**config.mk**
```make
export PLATFORM = sky130hd
export DESIGN_NAME = almpm_div
export DESIGN_NICKNAME = d
export VERILOG_FILES = /design/src/rtl/adjacent_layer_mutual_pair_merge_unit_defines.svh /design/src/rtl/almpm_pkg.sv /design/src/rtl/almpm_div.sv
export SDC_FILE = /design/constraint.sdc
export NUM_CORES = 2
export LEC_CHECK = 0
export ABC_AREA = 1
export BUFFER_PORTS_ARGS = -buffer_cell sky130_fd_sc_hd__buf_2
export CORE_MARGIN = 10
export CORE_UTILIZATION = 60
export CTS_BUF_LIST = sky130_fd_sc_hd__clkbuf_4 sky130_fd_sc_hd__clkbuf_8
export CTS_CLUSTER_DIAMETER = 50
export DETAILED_ROUTE_END_ITERATION = 10
export GPL_TIMING_DRIVEN = 0
export PLACE_DENSITY = 0.83
export SYNTH_ARGS = -nofsm -noshare
export SYNTH_HDL_FRONTEND = slang
export SYNTH_SLANG_ARGS = --single-unit
```
**constraint.sdc**
```tcl
create_clock -name aclk -period 11.5 [get_ports aclk]
set_input_delay 2.3 -clock aclk [delete_from_list [all_inputs] [get_ports aclk]]
set_output_delay 2.3 -clock aclk [all_outputs]
set_load 0.01 [all_outputs]
```
**src/rtl/adjacent_layer_mutual_pair_merge_unit_defines.svh**
```systemverilog
// Assertion macros for the adjacent-layer pair merge unit.
// Used by the top level only; expects aclk and aresetn in scope.
`ifndef ADJACENT_LAYER_MUTUAL_PAIR_MERGE_UNIT_DEFINES_SVH
`define ADJACENT_LAYER_MUTUAL_PAIR_MERGE_UNIT_DEFINES_SVH

// Same-cycle implication, disabled during reset
`define ALMPM_ASSERT_IMP(lbl, pre, con, msg) \
    lbl: assert property (@(posedge aclk) disable iff (!aresetn) (pre) |-> (con)) \
        else $error(msg);

// Next-cycle implication, disabled during reset
`define ALMPM_ASSERT_NXT(lbl, pre, con, msg) \
    lbl: assert property (@(posedge aclk) disable iff (!aresetn) (pre) |=> (con)) \
        else $error(msg);

`endif

```
**src/rtl/almpm_pkg.sv**
```systemverilog
// Shared types, constants and helper functions of the pair merge unit.
// No dependencies; imported by every module of the block.
`timescale 1ns / 1ps

package almpm_pkg;

    localparam int MAX_CLUSTERS_DEF = 64;
    localparam int IDX_W    = 6;
    localparam int CNT_W    = 7;
    localparam int LAYER_W  = 6;
    localparam int POS_W    = 15;
    localparam int PHI_W    = 16;
    localparam int EN_W     = 20;
    localparam int ESUM_W   = 21;
    localparam int PAIRS_W  = 6;

    localparam logic [PHI_W-1:0] LIMIT_RESET = 16'd31;
    localparam logic [PHI_W-1:0] PHI_HALF    = 16'h8000;

    // Coordinate select codes for the divider
    localparam logic [1:0] COORD_X = 2'd0;
    localparam logic [1:0] COORD_Y = 2'd1;
    localparam logic [1:0] COORD_Z = 2'd2;

    typedef struct packed {
        logic [LAYER_W-1:0]      layer;
        logic signed [POS_W-1:0] px;
        logic signed [POS_W-1:0] py;
        logic signed [POS_W-1:0] pz;
        logic [PHI_W-1:0]        phi;
        logic [EN_W-1:0]         energy;
    } item_t;

    // Cluster record held in a cell, shifted along the chain for readout
    typedef struct packed {
        logic                    valid;
        logic [IDX_W-1:0]        idx;
        logic [LAYER_W-1:0]      layer;
        logic signed [POS_W-1:0] px;
        logic signed [POS_W-1:0] py;
        logic signed [POS_W-1:0] pz;
        logic [PHI_W-1:0]        phi;
        logic [EN_W-1:0]         energy;
        logic [IDX_W-1:0]        best;
        logic                    bvalid;
        logic                    mutual;
        logic signed [POS_W-1:0] qx;
        logic signed [POS_W-1:0] qy;
        logic signed [POS_W-1:0] qz;
        logic [EN_W-1:0]         qe;
    } rec_t;

    // Visiting copy that circulates round the ring
    typedef struct packed {
        logic                    valid;
        logic [IDX_W-1:0]        idx;
        logic [LAYER_W-1:0]      layer;
        logic [PHI_W-1:0]        phi;
        logic [IDX_W-1:0]        best;
        logic                    bvalid;
        logic signed [POS_W-1:0] px;
        logic signed [POS_W-1:0] py;
        logic signed [POS_W-1:0] pz;
        logic [EN_W-1:0]         energy;
    } vis_t;

    // Control broadcast from the sequencer to every cell
    typedef struct packed {
        logic               load_en;
        logic [IDX_W-1:0]   load_idx;
        item_t              item;
        logic               init_search;
        logic               search;
        logic               init_match;
        logic               match;
        logic               shift;
        logic [CNT_W-1:0]   n;
        logic [PHI_W-1:0]   limit;
    } ctl_t;

    // Wrapped azimuth distance in binary angle units
    function automatic logic [PHI_W-1:0] phi_dist(input logic [PHI_W-1:0] a,
                                                  input logic [PHI_W-1:0] b);
        logic [PHI_W-1:0] d;
        d = a - b;
        return (d > PHI_HALF) ? (~d + 16'd1) : d;
    endfunction

    // Layers differ by exactly one (no wrap at the top layer)
    function automatic logic adjacent(input logic [LAYER_W-1:0] la,
                                      input logic [LAYER_W-1:0] lb);
        logic [LAYER_W:0] a;
        logic [LAYER_W:0] b;
        a = {1'b0, la};
        b = {1'b0, lb};
        return (a + 7'd1 == b) || (b + 7'd1 == a);
    endfunction

endpackage

```
**src/rtl/almpm_div.sv**
```systemverilog
// Energy-weighted centroid of one coordinate, restoring division one bit a cycle.
// Depends on almpm_pkg.
`timescale 1ns / 1ps

module almpm_div (
    input  logic                           aclk,
    input  logic                           aresetn,
    input  logic                           start,
    input  logic signed [almpm_pkg::POS_W-1:0] pa,
    input  logic [almpm_pkg::EN_W-1:0]     ea,
    input  logic signed [almpm_pkg::POS_W-1:0] pb,
    input  logic [almpm_pkg::EN_W-1:0]     eb,
    output logic                           done,
    output logic signed [almpm_pkg::POS_W-1:0] quot
);
    import almpm_pkg::*;

    typedef enum logic [3:0] {
        D_IDLE = 4'b0001,
        D_MUL  = 4'b0010,
        D_PREP = 4'b0100,
        D_ITER = 4'b1000
    } dstate_t;

    dstate_t            st_reg;
    logic signed [35:0] prod_a_reg;
    logic signed [35:0] prod_b_reg;
    logic [ESUM_W-1:0]  den_reg;
    logic               neg_reg;
    logic [36:0]        rem_reg;
    logic [36:0]        dsh_reg;
    logic [POS_W-1:0]   q_reg;
    logic [3:0]         it_reg;
    logic               done_reg;

    logic signed [20:0] ea_s;
    logic signed [20:0] eb_s;
    logic signed [36:0] num;
    logic [35:0]        mag;

    assign ea_s = $signed({1'b0, ea});
    assign eb_s = $signed({1'b0, eb});
    assign num  = 37'(prod_a_reg) + 37'(prod_b_reg);
    assign mag  = num[36] ? 36'(-num) : 36'(num);

    always_ff @(posedge aclk) begin
        if (!aresetn) begin
            st_reg   <= D_IDLE;
            done_reg <= 1'b0;
        end else begin
            done_reg <= 1'b0;
            case (st_reg)
                D_IDLE: begin
                    if (start) begin
                        prod_a_reg <= pa * ea_s;
                        prod_b_reg <= pb * eb_s;
                        den_reg    <= {1'b0, ea} + {1'b0, eb};
                        st_reg     <= D_MUL;
                    end
                end
                D_MUL: begin
                    st_reg <= D_PREP;
                end
                // round half away from zero: (2|n| + s) / (2s)
                D_PREP: begin
                    neg_reg <= num[36];
                    rem_reg <= {mag, 1'b0} + 37'(den_reg);
                    dsh_reg <= 37'({den_reg, 1'b0}) << (POS_W - 1);
                    it_reg  <= 4'(POS_W - 1);
                    st_reg  <= D_ITER;
                end
                D_ITER: begin
                    if (rem_reg >= dsh_reg) begin
                        rem_reg <= rem_reg - dsh_reg;
                        q_reg   <= {q_reg[POS_W-2:0], 1'b1};
                    end else begin
                        q_reg   <= {q_reg[POS_W-2:0], 1'b0};
                    end
                    dsh_reg <= dsh_reg >> 1;
                    it_reg  <= it_reg - 4'd1;
                    if (it_reg == 4'd0) begin
                        done_reg <= 1'b1;
                        st_reg   <= D_IDLE;
                    end
                end
                default: st_reg <= D_IDLE;
            endcase
        end
    end

    assign done = done_reg;
    assign quot = neg_reg ? $signed(-q_reg) : $signed(q_reg);

endmodule

```
# Word-level counts from Yosys, hierarchy flattened
# Cells that the tools add are included.
[op_classes] n_addsub=7 mul=2 div_mod_pow=0 n_lt_le_gt_ge=1 n_eq_ne=7 shift=0 muxes=11 bitwise=0 n_reduce_logical=8
[op_table] cell="$pmux W37 S2" n=2
[op_table] cell="$mul A15 B21 Y36" n=2
[op_table] cell="$add A36 B36 Y37" n=1
[op_table] cell="$add A37 B21 Y37" n=1
[op_table] cell="$ge A37 B37 Y1" n=1
[op_table] cell="$mux W37" n=1
[op_table] cell="$sub A37 B37 Y37" n=1
[op_table] cell="$mux W36" n=1
[op_table] cell="$neg A36 Y36" n=1
[op_table] cell="$add A20 B20 Y21" n=1
[op_table] cell="$pmux W4 S4" n=1
[op_table] cell="$mux W15" n=1
[op_table] cell="$neg A15 Y15" n=1
[op_table] cell="$mux W4" n=2
[op_table] cell="$pmux W4 S2" n=1
[op_table] cell="$reduce_and A2 Y1" n=4
[op_table] cell="$ne A2 B2 Y1 const B" n=3
[op_table] cell="$reduce_and A3 Y1" n=2
[op_table] cell="$eq A4 B1 Y1 const B" n=1
[op_table] cell="$eq A4 B2 Y1 const B" n=1
[op_table] cell="$eq A4 B3 Y1 const B" n=1
[op_table] cell="$eq A4 B4 Y1 const B" n=1
[op_table] cell="$logic_not A4 Y1" n=1
[op_table] cell="$sub A4 B1 Y4 const B" n=1
[op_table] cell="other kinds (2)" n=3
[totals] ff_bits=192 latchBits=0 ram_bits=0 mem_bits_ro=0 inputBits=73 out_inout_bits=16 word_cells=46 mem_count=0

# Longest topological paths before layout
[depth] depth_word=5 ltp_mapped=39 depth_no_buf=37

# Worst setup path before layout
# Ideal clock, no wire load.
[synth_path] kind="input to register" from="input port eb[11] (netlist bit)" to="register prod_b_reg[32], data pin" setup_ps=262 arrival_time_ps=7676 t_required_ps=11238 setup_slack_ps=3562 stages=22 path_buffers=1 cell_sequence="clkbuf_1 > nand2_1 > fa_1 > fa_1 > fa_1 > inv_1 > fa_1 > fa_1 > inv_1 > fa_1 > inv_1 > ha_1 > nand2_1 > o21ai_0 > a21boi_0 > o21ai_1 > a21boi_0 > o21bai_1 > a21oi_1 > o21ai_1 > a21oi_1 > xor2_1"
[synth_via] elab_chain_cells=1
[synth_lines] element="from (decl)" line_no="almpm_div.sv:12" source="input logic [almpm_pkg::EN_W-1:0] eb,"
[synth_lines] element="$mul A15 B21 Y36" line_no="almpm_div.sv:56" source="prod_b_reg <= pb * eb_s;"
[synth_lines] element="to (signal assigned)" line_no="almpm_div.sv:56"
[synth_lines] element="to (decl)" line_no="almpm_div.sv:27" source="logic signed [35:0] prod_b_reg;"
# Every way passes these cells.
# A chain may end at the register's enable or synchronous reset.

# Final worst setup path
[layout_path] from="input port ea[11] (netlist bit)" to="register prod_a_reg[34], data pin"
[layout_via] elab_chain_cells=1
[layout_lines] element="from (decl)" line_no="almpm_div.sv:10" source="input logic [almpm_pkg::EN_W-1:0] ea,"
[layout_lines] element="$mul A15 B21 Y36" line_no="almpm_div.sv:55" source="prod_a_reg <= pa * ea_s;"
[layout_lines] element="to (signal assigned)" line_no="almpm_div.sv:55"
[layout_lines] element="to (decl)" line_no="almpm_div.sv:26" source="logic signed [35:0] prod_a_reg;"
# Every way passes these cells.

==> parameters.txt <==
Parameter                              Value

Logic synthesis
  Area share of the largest cell type after synthesis    26.4%
  Average instance area after synthesis    7.55 sq um
  Cell types occupying the most area after synthesis    fa_1 26%, edfxtp_1 16%, nand2_1 13%
  Post-synthesis sequential area ratio    16.0%
  Async set-or-reset flop fraction in the synthesized netlist    0%
  Cell type with the largest total area after synthesis    fa_1
  Post-synth net total    5624
  Gate count of the mapped netlist    4722
  EDFF count, synth    186
  Yosys warning count    0
  Count of distinct cell types in the synthesized netlist    51
  Count of state elements after synthesis    191
  Dominant cell by count in the synthesized netlist    nand2_1
  Leading cell types by count after synthesis    1275 x nand2_1, 1137 x inv_1, 470 x fa_1
  Primary flip-flop cell chosen by synthesis mapping    edfxtp_1
  Cell area after synthesis    0.0356 sq mm

Worst setup path
  Depth of the most critical reg-to-reg path    38
  CP startpoint kind    input port
  Req. time, crit path    11.79 ns
  Top fanout value on the critical path    10
  Worst setup EP type    flip-flop
  Data arrival time of the critical path    9.26 ns
  Kind of critical path    input port to flip-flop

Run
  Max-Cap Viols    0

Timing
  Final count of hold timing violations    0
  Share of the clock period used by the worst path    78.0%
  Max Freq    0.111 GHz
  RSZ-0062 raised after global routing    no
  Setup violations, final    0
  Post-route worst hold slack    0.502 ns
  Final-report max-slew violation count    0
  Skew final    0.0301 ns
  Measured slew at the worst slew-check pin    1.24 ns
  Headroom to the max-slew limit    17.2%
  Setup TNS    0 ns
  Min Clock Period, post-route    8.97 ns

Place
  Dpl hpwl    87.4 mm
  Weighted congestion reported at the end of routability-driven placement    1.02
  Number of input and output port buffers inserted    60

Floorplan
  Die Span X    264 microns
  DIE HEIGHT    264 microns
  Rows    89
  Core Area    0.0589 sq mm
  Number of top-level pins    89
  Overall die area    0.0695 sq mm
  Initial Util    60.5%

Clocking
  Post-CTS setup buffers    0
  Deepest clock path buffer count    2
  Clock tree from TritonCTS    done
  Count of H-tree levels built during CTS    4
  Later-pin clock latency in the skew report    0.55 ns
  Sink Count    191
  Post-CTS clock slew at the launch and capture registers of the worst setup and hold paths    0.11 ns
  Root buf cell    clkbuf_8
  Hold buffer count at cts    0
  Number of gates resized after cts    0
  Num CTS Buffers    17

Drt
  Detailed-routed wire length on met2    48.0 mm
  First-pass detailed-route iteration total    9
  Overall routed net length    104 mm
  Met3 routed wirelength    8.78 mm
  DR top layer    met4
  Routed via count    31200
  Vias per Instance    5.57
  Post-route ant nets    0
  Number of remaining DRC errors    0
  Drt first-iter violations    2975
  Average detailed-routed wire length per instance    18.6 microns
  Total routed wire length on the met1 layer    40.1 mm

Status
  Result of the run    completed

Final layout
  Fraction of final layout cells with drive strength greater than 1    4.61%
  Max FFs per register    37
  Net total in the final layout    5707
  Count of fill cells added during filler insertion    5181
  FF+latch area    0.00569 sq mm
  Multi-input gate area in the final layout    0.0251 sq mm
  Synth-to-layout area growth    4.96%

Global routing
  Number of antenna violations at the first check in global routing    1
  Number of global-route vias before repair    31500
  Final global-route overflow total    0
  Maximum number of pins on one net before global-route repair    37
  Total global-route track usage    29.9%
  Global-route wire length before repair    165 mm

Worst hold path
  Kind of path behind the tightest hold check    flip-flop to flip-flop
  Number of stages on the worst hold path    0
[area by class of cell]
type | count | share of cell area (%)
diodes | 2 | 0.0134
clock buffers | 18 | 0.646
plain buffers | 124 | 1.31
multi-input cells | 3248 | 67.2
inverters | 1159 | 11.6
well taps | 773 | 2.59
clock inverters | 14 | 0.395
repair buffers | 64 | 1.02
flip-flops and latches | 191 | 15.2
[final timing paths]
check | slack [ns] | endpoint | from
setup reg to reg | 5.03 | rem_reg[36] | prod_a_reg[0]
hold / removal | 0.50 | q_reg[2] | q_reg[1]
setup / recovery | 2.53 | prod_a_reg[34] | ea[11]
hold reg to reg | 0.50 | q_reg[2] | q_reg[1]
[metrics by stage]
stage	area (sq um)	std cells	util (%)	worst slack (ns)
floorplan	35600	4722	-	3.56
global placement	36900	5555	62.6	2.25
detailed placement	37000	5559	62.8	2.10
CTS	37400	5591	63.5	2.67
global route	37400	5592	63.5	2.19
finish	37400	5593	63.5	2.53
[cells by family (layout without fill, tap and decap cells)]
kind of cell / after synthesis / count (layout) / synth area share (%)
simple gates: 1832 / 1832 / 21.2
buf+inv: 1283 / 1379 / 13.6
compound gates: 459 / 459 / 7.04
fa+ha+maj: 829 / 829 / 39.0
other cells: 0 / 2 / 0
xor+xnor: 128 / 128 / 3.17
flops: 191 / 191 / 16.0
[cells in the final DEF (no fill, tap or decap), types with 65 or more instances in the layout]
master    netlist  routed
nand3_1       143     143
o21ai_0       131     131
fa_1          470     470
xor2_1         83      83
ha_1          359     359
nand2_1      1275    1275
a21oi_1       221     220
clkbuf_1      115     115
buf_2           5      65
inv_1        1137    1137
nor2_1        243     242
edfxtp_1      186     186
[worst max-delay path: stages]
cell and delay (ns):
buf_2 0.32, clkbuf_1 0.59, nand2_1 0.17, fa_1 0.53, fa_1 0.51, fa_1 0.52
inv_1 0.06, fa_1 0.48, fa_1 0.49, inv_1 0.05, fa_1 0.47, inv_1 0.04
ha_1 0.33, nand2_1 0.06, o21ai_0 0.36, a21boi_0 0.26, o21ai_1 0.36, a21boi_0 0.23
o21bai_1 0.31, a21oi_1 0.21, o21ai_1 0.30, a21oi_1 0.13, xor2_1 0.16
[metal layers]
metal,vias to the layer above,global-route usage (%)
li1,14500,-
met1,14800,37.5
met2,1510,48.7
met3,346,4.49
met4,0,17.4
met5,-,0
Power is left out: the tool's default activity adds up to more than one toggle a clock period on the data nets, which glitch-free logic cannot reach.
