==> src/rtl/adjacent_layer_mutual_pair_merge_unit_defines.svh <==
// Assertion macros for the adjacent-layer pair merge unit.
// Used by the top level only; expects aclk and aresetn in scope.
`ifndef ADJACENT_LAYER_MUTUAL_PAIR_MERGE_UNIT_DEFINES_SVH
`define ADJACENT_LAYER_MUTUAL_PAIR_MERGE_UNIT_DEFINES_SVH

// Same-cycle implication, disabled during reset
`define ALMPM_ASSERT_IMP(lbl, pre, con, msg) \
    lbl: assert property (@(posedge aclk) disable iff (!aresetn) (pre) |-> (con)) \
        else $error(msg);

// Next-cycle implication, disabled during reset
`define ALMPM_ASSERT_NXT(lbl, pre, con, msg) \
    lbl: assert property (@(posedge aclk) disable iff (!aresetn) (pre) |=> (con)) \
        else $error(msg);

`endif

==> src/rtl/almpm_pkg.sv <==
// Shared types, constants and helper functions of the pair merge unit.
// No dependencies; imported by every module of the block.
`timescale 1ns / 1ps

package almpm_pkg;

    localparam int MAX_CLUSTERS_DEF = 64;
    localparam int IDX_W    = 6;
    localparam int CNT_W    = 7;
    localparam int LAYER_W  = 6;
    localparam int POS_W    = 15;
    localparam int PHI_W    = 16;
    localparam int EN_W     = 20;
    localparam int ESUM_W   = 21;
    localparam int PAIRS_W  = 6;

    localparam logic [PHI_W-1:0] LIMIT_RESET = 16'd31;
    localparam logic [PHI_W-1:0] PHI_HALF    = 16'h8000;

    // Coordinate select codes for the divider
    localparam logic [1:0] COORD_X = 2'd0;
    localparam logic [1:0] COORD_Y = 2'd1;
    localparam logic [1:0] COORD_Z = 2'd2;

    typedef struct packed {
        logic [LAYER_W-1:0]      layer;
        logic signed [POS_W-1:0] px;
        logic signed [POS_W-1:0] py;
        logic signed [POS_W-1:0] pz;
        logic [PHI_W-1:0]        phi;
        logic [EN_W-1:0]         energy;
    } item_t;

    // Cluster record held in a cell, shifted along the chain for readout
    typedef struct packed {
        logic                    valid;
        logic [IDX_W-1:0]        idx;
        logic [LAYER_W-1:0]      layer;
        logic signed [POS_W-1:0] px;
        logic signed [POS_W-1:0] py;
        logic signed [POS_W-1:0] pz;
        logic [PHI_W-1:0]        phi;
        logic [EN_W-1:0]         energy;
        logic [IDX_W-1:0]        best;
        logic                    bvalid;
        logic                    mutual;
        logic signed [POS_W-1:0] qx;
        logic signed [POS_W-1:0] qy;
        logic signed [POS_W-1:0] qz;
        logic [EN_W-1:0]         qe;
    } rec_t;

    // Visiting copy that circulates round the ring
    typedef struct packed {
        logic                    valid;
        logic [IDX_W-1:0]        idx;
        logic [LAYER_W-1:0]      layer;
        logic [PHI_W-1:0]        phi;
        logic [IDX_W-1:0]        best;
        logic                    bvalid;
        logic signed [POS_W-1:0] px;
        logic signed [POS_W-1:0] py;
        logic signed [POS_W-1:0] pz;
        logic [EN_W-1:0]         energy;
    } vis_t;

    // Control broadcast from the sequencer to every cell
    typedef struct packed {
        logic               load_en;
        logic [IDX_W-1:0]   load_idx;
        item_t              item;
        logic               init_search;
        logic               search;
        logic               init_match;
        logic               match;
        logic               shift;
        logic [CNT_W-1:0]   n;
        logic [PHI_W-1:0]   limit;
    } ctl_t;

    // Wrapped azimuth distance in binary angle units
    function automatic logic [PHI_W-1:0] phi_dist(input logic [PHI_W-1:0] a,
                                                  input logic [PHI_W-1:0] b);
        logic [PHI_W-1:0] d;
        d = a - b;
        return (d > PHI_HALF) ? (~d + 16'd1) : d;
    endfunction

    // Layers differ by exactly one (no wrap at the top layer)
    function automatic logic adjacent(input logic [LAYER_W-1:0] la,
                                      input logic [LAYER_W-1:0] lb);
        logic [LAYER_W:0] a;
        logic [LAYER_W:0] b;
        a = {1'b0, la};
        b = {1'b0, lb};
        return (a + 7'd1 == b) || (b + 7'd1 == a);
    endfunction

endpackage

==> src/rtl/almpm_cell.sv <==
// One cell of the cluster chain: holds a record, searches its partner.
// Depends on almpm_pkg.
`timescale 1ns / 1ps

module almpm_cell #(
    parameter int CELL_IDX = 0
) (
    input  logic              aclk,
    input  almpm_pkg::ctl_t   ctl,
    input  almpm_pkg::rec_t   rec_in,
    output almpm_pkg::rec_t   rec_out,
    input  almpm_pkg::vis_t   vis_in,
    output almpm_pkg::vis_t   vis_out
);
    import almpm_pkg::*;

    rec_t             rec_reg;
    vis_t             vis_reg;
    logic [PHI_W-1:0] bestd_reg;

    logic             own_valid;
    logic [PHI_W-1:0] d;
    logic             better;
    logic             hit;
    vis_t             own_vis;

    assign own_valid = ctl.n > CNT_W'(CELL_IDX);
    assign d         = phi_dist(rec_reg.phi, vis_reg.phi);

    // candidate check: strictly closer, or equally close at a lower index
    always_comb begin
        better = vis_reg.valid && rec_reg.valid && adjacent(rec_reg.layer, vis_reg.layer)
                 && ((d < bestd_reg)
                     || (rec_reg.bvalid && d == bestd_reg && vis_reg.idx < rec_reg.best));
        hit    = vis_reg.valid && rec_reg.bvalid && vis_reg.bvalid
                 && vis_reg.idx == rec_reg.best && vis_reg.best == rec_reg.idx;
    end

    // copy of the own record that goes out on the ring
    always_comb begin
        own_vis.valid  = ctl.init_search ? own_valid : rec_reg.valid;
        own_vis.idx    = rec_reg.idx;
        own_vis.layer  = rec_reg.layer;
        own_vis.phi    = rec_reg.phi;
        own_vis.best   = rec_reg.best;
        own_vis.bvalid = ctl.init_search ? 1'b0 : rec_reg.bvalid;
        own_vis.px     = rec_reg.px;
        own_vis.py     = rec_reg.py;
        own_vis.pz     = rec_reg.pz;
        own_vis.energy = rec_reg.energy;
    end

    always_ff @(posedge aclk) begin
        if (ctl.load_en && ctl.load_idx == IDX_W'(CELL_IDX)) begin
            rec_reg.idx    <= IDX_W'(CELL_IDX);
            rec_reg.layer  <= ctl.item.layer;
            rec_reg.px     <= ctl.item.px;
            rec_reg.py     <= ctl.item.py;
            rec_reg.pz     <= ctl.item.pz;
            rec_reg.phi    <= ctl.item.phi;
            rec_reg.energy <= ctl.item.energy;
        end else if (ctl.shift) begin
            rec_reg <= rec_in;
        end else if (ctl.init_search) begin
            rec_reg.valid  <= own_valid;
            rec_reg.bvalid <= 1'b0;
            rec_reg.best   <= '0;
            bestd_reg      <= ctl.limit;
            vis_reg        <= own_vis;
        end else if (ctl.search) begin
            if (better) begin
                bestd_reg      <= d;
                rec_reg.best   <= vis_reg.idx;
                rec_reg.bvalid <= 1'b1;
            end
            vis_reg <= vis_in;
        end else if (ctl.init_match) begin
            rec_reg.mutual <= 1'b0;
            vis_reg        <= own_vis;
        end else if (ctl.match) begin
            if (hit) begin
                rec_reg.mutual <= 1'b1;
                rec_reg.qx     <= vis_reg.px;
                rec_reg.qy     <= vis_reg.py;
                rec_reg.qz     <= vis_reg.pz;
                rec_reg.qe     <= vis_reg.energy;
            end
            vis_reg <= vis_in;
        end
    end

    assign rec_out = rec_reg;
    assign vis_out = vis_reg;

endmodule

==> config.mk <==
export PLATFORM = sky130hd
export DESIGN_NAME = almpm_cell
export DESIGN_NICKNAME = d
export VERILOG_FILES = /design/src/rtl/adjacent_layer_mutual_pair_merge_unit_defines.svh /design/src/rtl/almpm_pkg.sv /design/src/rtl/almpm_cell.sv
export SDC_FILE = /design/constraint.sdc
export NUM_CORES = 1
export LEC_CHECK = 0
export BUFFER_PORTS_ARGS = -buffer_cell sky130_fd_sc_hd__buf_2
export CELL_PAD_IN_SITES_DETAIL_PLACEMENT = 0
export CELL_PAD_IN_SITES_GLOBAL_PLACEMENT = 1
export CORE_AREA = 2 2 257 259
export DETAILED_ROUTE_END_ITERATION = 10
export DIE_AREA = 0 0 259 261
export PLACE_DENSITY = 0.66
export SLEW_MARGIN = 20
export SYNTH_ARGS = -nofsm -noshare
export SYNTH_HDL_FRONTEND = slang
export SYNTH_SLANG_ARGS = --single-unit
==> constraint.sdc <==
create_clock -name aclk -period 9.9 [get_ports aclk]
set_input_delay 0.99 -clock aclk [delete_from_list [all_inputs] [get_ports aclk]]
set_output_delay 0.99 -clock aclk [all_outputs]
set_load 0.02 [all_outputs]
After elaboration in Yosys (flattened, before gate mapping)
Index checks and enable logic that the tools add are counted.

Add/sub/neg operators: 4. Magnitude comparators: 4. Equal/unequal tests: 8. Muxes and demuxes: 23. Bitwise operators: 3. Reduce and logical (&&, ||, !) cells: 28.

Operator list (number): 2-to-1 mux 101 bit (4); 2-to-1 mux 66 bit (4); 2-to-1 mux 87 bit (2); 2-to-1 mux 73 bit (1); 2-to-1 mux 65 bit (1); 2-to-1 mux 16 bit (4); 2-to-1 mux 7 bit (3); adder 16 x 1 -> 16 bit (second input constant) (1); equality test 16 bit (1); greater-than comparator 16 bit (second input constant) (1); < comparator 16 bit (1); NOT 16 bit (1); subtractor 16 bit (1); adder 6 x 1 -> 7 bit (second input constant) (2); equality test 7 x 6 -> 1 bit (2); equality test 6 bit (2); nonzero test 3 bit (4); logical AND 1 bit (10); nonzero test 2 bit (5); greater-than comparator 7 x 1 -> 1 bit (second input constant) (1); zero test 6 bit (1); < comparator 6 bit (1); != test 2 bit (second input constant) (3); AND reduction 3 bit (2); 7 further kinds (12).

Flip-flop bits (word level): 284. Bits of input ports: 391. Logic and storage cells: 96.

Depth between registers and ports, before layout
Gate-level depths: netlist of run 1.

Depth after elaboration: 13. Depth in mapped cells: 22.

Worst setup path after synthesis of run 1
OpenSTA, ideal clock, no wires.

Path kind: input to register. Start point: input ctl[121] (netlist bit). End point: register vis_reg, in the netlist vis_out[0], enable pin. Arrival: 8.615 ns. Path slack: 0.691 ns. Stages on the path: 6. Buffers on the path: 1. Path through: nor4b_1 > and2_1 > clkbuf_1 > inv_2 > nand2b_1 > a21oi_1.

Word-level cells in the longest chain between the ends: 3.

Ends and longest elaborated chain: start, declared (line almpm_cell.sv:9) `input almpm_pkg::ctl_t ctl,`; logical AND 1 bit (line almpm_cell.sv:54) `if (ctl.load_en && ctl.load_idx == IDX_W'(CELL_IDX)) begin`; NOT 1 bit (no line); AND reduction 3 bit (no line); end signal, assigned (line almpm_cell.sv:69) `vis_reg <= own_vis;`; end signal, assigned (line almpm_cell.sv:76) `vis_reg <= vis_in;`; end signal, assigned (line almpm_cell.sv:79) `vis_reg <= own_vis;`; end, declared (line almpm_cell.sv:18) `vis_t vis_reg;`.

Every way passes these cells. A chain may end at the register's enable or synchronous reset.

Final worst setup path of run 1
Start point: register rec_reg, in the netlist rec_out[93]. End point: register rec_reg, in the netlist rec_out[69], enable pin.

Word-level cells in the longest chain between the ends: 11. Elaborated cells on any way between the ends: 13. Those cells by class: add/sub (2); order compare (2); eq/ne (1); mux (1); bitwise (1); reduce/logical (6).

Ends and longest elaborated chain: start, declared (line almpm_cell.sv:17) `rec_t rec_reg;`; start signal, assigned (line almpm_cell.sv:63) `rec_reg <= rec_in;`; subtractor 16 bit (*) (line almpm_pkg.sv:85) `d = a - b;`; NOT 16 bit (line almpm_pkg.sv:86) `return (d > PHI_HALF) ? (~d + 16'd1) : d;`; adder 16 x 1 -> 16 bit (line almpm_pkg.sv:86); 2-to-1 mux 16 bit (*) (line almpm_pkg.sv:86); parallel branches: the longest is 3 deep, another holds < comparator 16 bit; logical OR 1 bit (*) (line almpm_cell.sv:34) `|| (rec_reg.bvalid && d == bestd_reg && vis_reg.idx < rec_reg.best));`; logical AND 1 bit (*) (line almpm_cell.sv:33) `&& ((d < bestd_reg)`; nonzero test 3 bit (no line) (*); AND reduction 3 bit (no line) (*).

Mark *: on every way between the ends.

==> impl_metrics.ini, run 1 <==
[place]
gp_congestion = 0.905
dp.final_hpwl_um = 43600
port_buffers = 658
dp.cells = 2673
dpl-instance-area_um2 = 18700
dpl_worst_slack_ns = 4.09

[cells_and_area]
final_area_um2 = 19800
multiInputGateArea_um2 = 5600
final_common_cell = buf_2
areaGrowthSynthToFinish_pct = 36.8
fin_nets = 2280
drive_gt1_frac = 0.483
largest_register_ffs = 167
fin_cells = 2739
final.fill_count = 6779
ff_latch_area_um2 = 8470
final_util = 0.304
final_cell_mix = buf_2 (657), nand2_1 (302), edfxtp_1 (278)

[yosys]
synthCells = 1196
syn_avg_cell_area_um2 = 12.1
synthArstFlopShare = 0
synth_seq_area_share = 0.586
synth_edf_count = 278
synth-seq-cells = 284
syn-num-nets = 1629
synth.distinct_cells = 72
synth_ff_type = edfxtp_1
yosysWarnings = 0
mappedNetlistArea_um2 = 14400

[clock_tree]
postCtsHoldBufs = 0
ctsLongestPathBuffers = 3
cts-root-buf = clkbuf_16
cts.sinks = 284
clock_latency_ns = 0.55
cts_tree = done
postCtsSetupRepairBufs = 0
numCtsBuffers = 36
post_cts_resized = 0
cts.reportedPaths.clkPinSlew_ns = 0.06
cts_max_level = 2

[critical_path]
criticalPathCategory = flip-flop to flip-flop
required_ns = 10.04
arrival_ns = 6.04
cp_max_fo = 8
endpoint_kind = flip-flop
start_kind = flip-flop

[grt]
antenna_found_initial = 4
grt_max_degree = 102
grt_pass1_wl_um = 79300
gr-usage-met3 = 0.0392
grt_use_met2 = 0.262
grt_busiest_layer = met2
met1_usage = 0.202
overflow = 0
grt_use_total = 0.157
grt_pass1_vias = 12100

[floorplanning]
ios = 659
die_width_um = 259
core_um2 = 65000
start_util = 0.222
rows = 94
design.die.area_um2 = 67600
die_y_um = 261

[timing]
hold_violations = 0
skew_ns = 0.0352
tns_ns = 0
setup_viol = 0
rsz0062_at_grt = false
fin_crit_sh = 0.596
worst_pin_slew_ns = 0.947
fin_ws_ns = 4.00
slew_viol_final = 0
hold_ws_ns = 0.562
max_freq_mhz = 170
slew_headroom = 0.369
final.min_clock_period_ns = 5.90

[drt]
drt_pass1_iterations = 5
drt_wl_total_um = 56400
initialDrtViolationCount = 675
vias_per_cell = 4.39
vias = 12000
antenna_left = 0
wl_per_cell_um = 20.6
route.detailed.drc = 0

[pwr]
p_per_area_nw_per_um2 = 180
power.share.clock = 0.336
combPwrFrac = 0.236
power.switching_mw = 1.09
power_mw = 3.56
leakagePower_nw = 8.70
switching_share = 0.307
ir_worst_vdd_mv = 0.114
sequentialPowerShare = 0.428
cell_internal_pwr_mw = 2.47

[min_path]
hp-class = flip-flop to flip-flop

[flow_run]
maxCapViolations = 0

[run_status]
status = finished clean
-- path summary, 6_finish.rpt --
kind | start | endpoint | slack (ns) | depth (start not counted)
min reg2reg | rec_out[161] | rec_out[161] | 0.56 | 2
min | rec_out[161] | rec_out[161] | 0.56 | 2
max reg2reg | rec_out[93] | rec_out[69] | 4.00 | 21
max | rec_out[93] | rec_out[69] | 4.00 | 21
-- metal layers --
metal / part of all wire / up-vias / routed length, um
li1: - / 5654 / -
met1: 0.42 / 5782 / 23700
met2: 0.48 / 505 / 27100
met3: 0.077 / 74 / 4360
met4: 0.023 / 2 / 1320
met5: 0.00023 / - / 13
-- critical path: stages, from the launching register on --
cell	delay, ns
edfxtp_1	0.37
inv_1	0.11
ha_1	0.15
inv_1	0.05
fa_1	0.46
a211oi_2	0.35
o21a_2	0.24
a21oi_1	0.12
or3_4	0.41
a2111oi_4	0.62
and4b_1	0.37
o21ai_1	0.10
nand2_1	0.12
ha_1	0.25
nor2b_1	0.14
o21a_1	0.16
o21a_1	0.16
o21a_1	0.16
o21a_1	0.16
o21ai_0	0.15
nand3_1	0.15
a31oi_1	0.70
-- power groups by stage --
| stage | Combinational [mW] | Sequential [mW] | Clock (mW) |
|---|---|---|---|
| global route | 0.921 | 1.54 | 1.27 |
| global placement | 0.844 | 1.54 | 0 |
| floorplan | 0.407 | 1.65 | 0 |
| finish | 0.842 | 1.52 | 1.20 |
| detailed placement | 0.844 | 1.55 | 0 |
| CTS | 0.848 | 1.53 | 1.24 |
-- synthesized netlist by cell type, drive strengths merged (9+ instances only) --
cell	instances	area [um2]
clkbuf	44	165
nand3	13	65.1
nor3	14	70.1
edfxtp	278	8350
ha	41	513
and2	9	58.8
inv	44	165
xor2	18	158
a21o	12	91.3
xnor2	10	87.6
mux2i	9	90.1
o21ai	24	120
nor2	43	161
a211oi	13	118
a21oi	33	169
a31oi	11	68.8
mux2	165	1860
nand2	302	1130
o211ai	9	72.6
buf	11	78.8
-- cell type report --
class,instances,share of cell area
clock buffer,45,0.0478
multi-input combinational,813,0.284
inverter,44,0.00849
sequential,284,0.429
timing repair buffer,668,0.171
antenna,2,0.000253
tap,864,0.0547
clock inverter,19,0.00500
-- cell families after synthesis --
family          share of synthesized area
xor+xnor                           0.0170
mux                                 0.135
flops                               0.586
buf+inv                            0.0283
simple gates                        0.127
compound gates                     0.0695
fa+ha+maj                          0.0369
Power figures use the tool's default switching activity.
==> run 2, diff against run 1 <==
==> constraint.sdc (replaced) <==
create_clock -name aclk -period 5.8 [get_ports aclk]
set_input_delay 0.58 -clock aclk [delete_from_list [all_inputs] [get_ports aclk]]
set_output_delay 0.58 -clock aclk [all_outputs]
set_load 0.02 [all_outputs]
==> run 2 against run 1 <==
Register-to-register slack got worse by 3.7 ns. Die area unchanged. Critical path depth increased by 1. Largest power group unchanged. Highest routed layer is now met4.
==> impl_metrics.ini, run 2 (synthesis results as in run 1) <==
[run_status]
status = finished clean

[critical_path]
r2r-start = rec_out[93]
startpoint = rec_out[93]
arrival_ns = 5.70
endpoint_kind = flip-flop
criticalPathCategory = flip-flop to flip-flop
required_ns = 6.03
cp_max_fo = 16
start_kind = flip-flop

[cells_and_area]
final_cell_mix = buf_2 (657), nand2_1 (302), edfxtp_1 (278)
areaGrowthSynthToFinish_pct = 38.2
largest_register_ffs = 167
fin_nets = 2285
final.fill_count = 6768
final_common_cell = buf_2
drive_gt1_frac = 0.489

[clock_tree]
cts_tree = done
cts.reportedPaths.clkPinSlew_ns = 0.06
numCtsBuffers = 37
cts_max_level = 2
cts-root-buf = clkbuf_16
clock_latency_ns = 0.55
postCtsSetupRepairBufs = 0
ctsLongestPathBuffers = 3
cts.sinks = 284

[timing]
slew_headroom = 0.342
skew_ns = 0.0205
setup_viol = 0
fin_ws_ns = 0.334
slew_viol_final = 0
fin_crit_sh = 0.942
max_freq_mhz = 183
tns_ns = 0
hold_violations = 0
hold_ws_ns = 0.282
worst_pin_slew_ns = 0.987
final.min_clock_period_ns = 5.47

[drt]
routed-wl-met2_um = 26900
wl_per_cell_um = 20.5
wl_met1_um = 23200
vias_per_cell = 4.40
drt_wl_total_um = 56400
dr.max_layer_used = met4
met3_length_um = 4710
antenna_left = 0
initialDrtViolationCount = 740
drt_pass1_iterations = 5
route.detailed.drc = 0
vias = 12100

[pwr]
cell_internal_pwr_mw = 4.42
ir_worst_vdd_mv = 0.197
sequentialPowerShare = 0.411
power.switching_mw = 1.91
leakagePower_nw = 8.79
p_per_area_nw_per_um2 = 317
power.share.clock = 0.361
switching_share = 0.301
combPwrFrac = 0.228
power_mw = 6.33

[floorplanning]
die_y_um = 261
start_util = 0.222
die_width_um = 259
rows = 94
design.die.area_um2 = 67600
core_um2 = 65000
ios = 659

[grt]
grt_use_total = 0.156
grt_pass1_wl_um = 77800
overflow = 0
grt_pass1_vias = 11900
grt_max_degree = 66
antenna_found_initial = 3

[place]
dp.final_hpwl_um = 43700
gp_congestion = 0.892
port_buffers = 658
dpl_worst_slack_ns = 0.274

[flow_run]
maxCapViolations = 0

[min_path]
hp-start = rec_in[160]
hp-class = input pin to flip-flop
-- run 2: changes by cell type in the layout (fill, tap and decap cells not counted), moves of 2 or more --
| cell | before | now |
|---|---|---|
| buf_4 | 10 | 12 |
| bufinv_16 | 0 | 3 |
| clkbuf_16 | 36 | 38 |
| clkinv_1 | 11 | 4 |
| clkinv_4 | 0 | 2 |
| diode_2 | 2 | 4 |
-- run 2: worst max-delay path, stage by stage (launching register included) --
cell	delay [ns]
edfxtp_1	0.37
inv_1	0.12
ha_1	0.16
inv_1	0.05
fa_1	0.45
a211oi_2	0.36
o21a_2	0.24
a21oi_1	0.12
or3_4	0.41
a2111oi_4	0.46
and4b_2	0.36
or3_1	0.15
nand2_1	0.08
ha_1	0.31
a21o_1	0.17
a21o_1	0.17
a21o_1	0.17
a21oi_1	0.13
nor2b_1	0.05
o211ai_1	0.15
nand3_1	0.14
a311oi_2	0.28
buf_6	0.23
-- run 2: repair_timing --
action	CTS	global route
resized for setup	0	3
setup endpoints to repair	0	16
hold buffers	0	0
-- run 2: final timing paths --
check | to | slack [ns] | depth (start not counted)
max | bestd_reg[6] | 0.33 | 22
max reg2reg | bestd_reg[6] | 0.33 | 22
min | rec_out[160] | 0.28 | 3
min reg2reg | vis_out[45] | 0.57 | 1
-- run 2: power by group through the flow --
stage / Combinational (mW) / Sequential [mW] / Clock [mW]
6_report: 1.44 / 2.60 / 2.29
2_1_floorplan: 0.697 / 2.81 / 0
5_1_grt: 1.58 / 2.62 / 2.42
4_1_cts: 1.45 / 2.61 / 2.35
3_3_place_gp: 1.44 / 2.64 / 0
3_5_place_dp: 1.44 / 2.65 / 0
-- run 2: metal layers --
metal	GRT usage	up-vias
li1	-	5656
met1	0.195	5833
met2	0.255	511
met3	0.0481	80
met4	0.0512	0
met5	0	-
-- run 2: final cells by class --
cell class | instances | area (um2) | area share
Tap cell | 864 | 1080 | 0.0542
Clock inverter | 17 | 198 | 0.00991
Clock buffer | 46 | 991 | 0.0497
Sequential cell | 284 | 8470 | 0.424
Inverter | 44 | 168 | 0.00840
Multi-Input combinational cell | 813 | 5610 | 0.281
Timing Repair Buffer | 672 | 3430 | 0.172
Antenna cell | 4 | 10.0 | 0.000502
-- run 2: through the flow --
| stage | utilization | cells | area [um2] |
|---|---|---|---|
| floorplan | - | 1196 | 14500 |
| global placement | 0.288 | 2677 | 18700 |
| detailed placement | 0.288 | 2677 | 18700 |
| CTS | 0.306 | 2740 | 19900 |
| global route | 0.307 | 2742 | 19900 |
| finish | 0.307 | 2744 | 20000 |
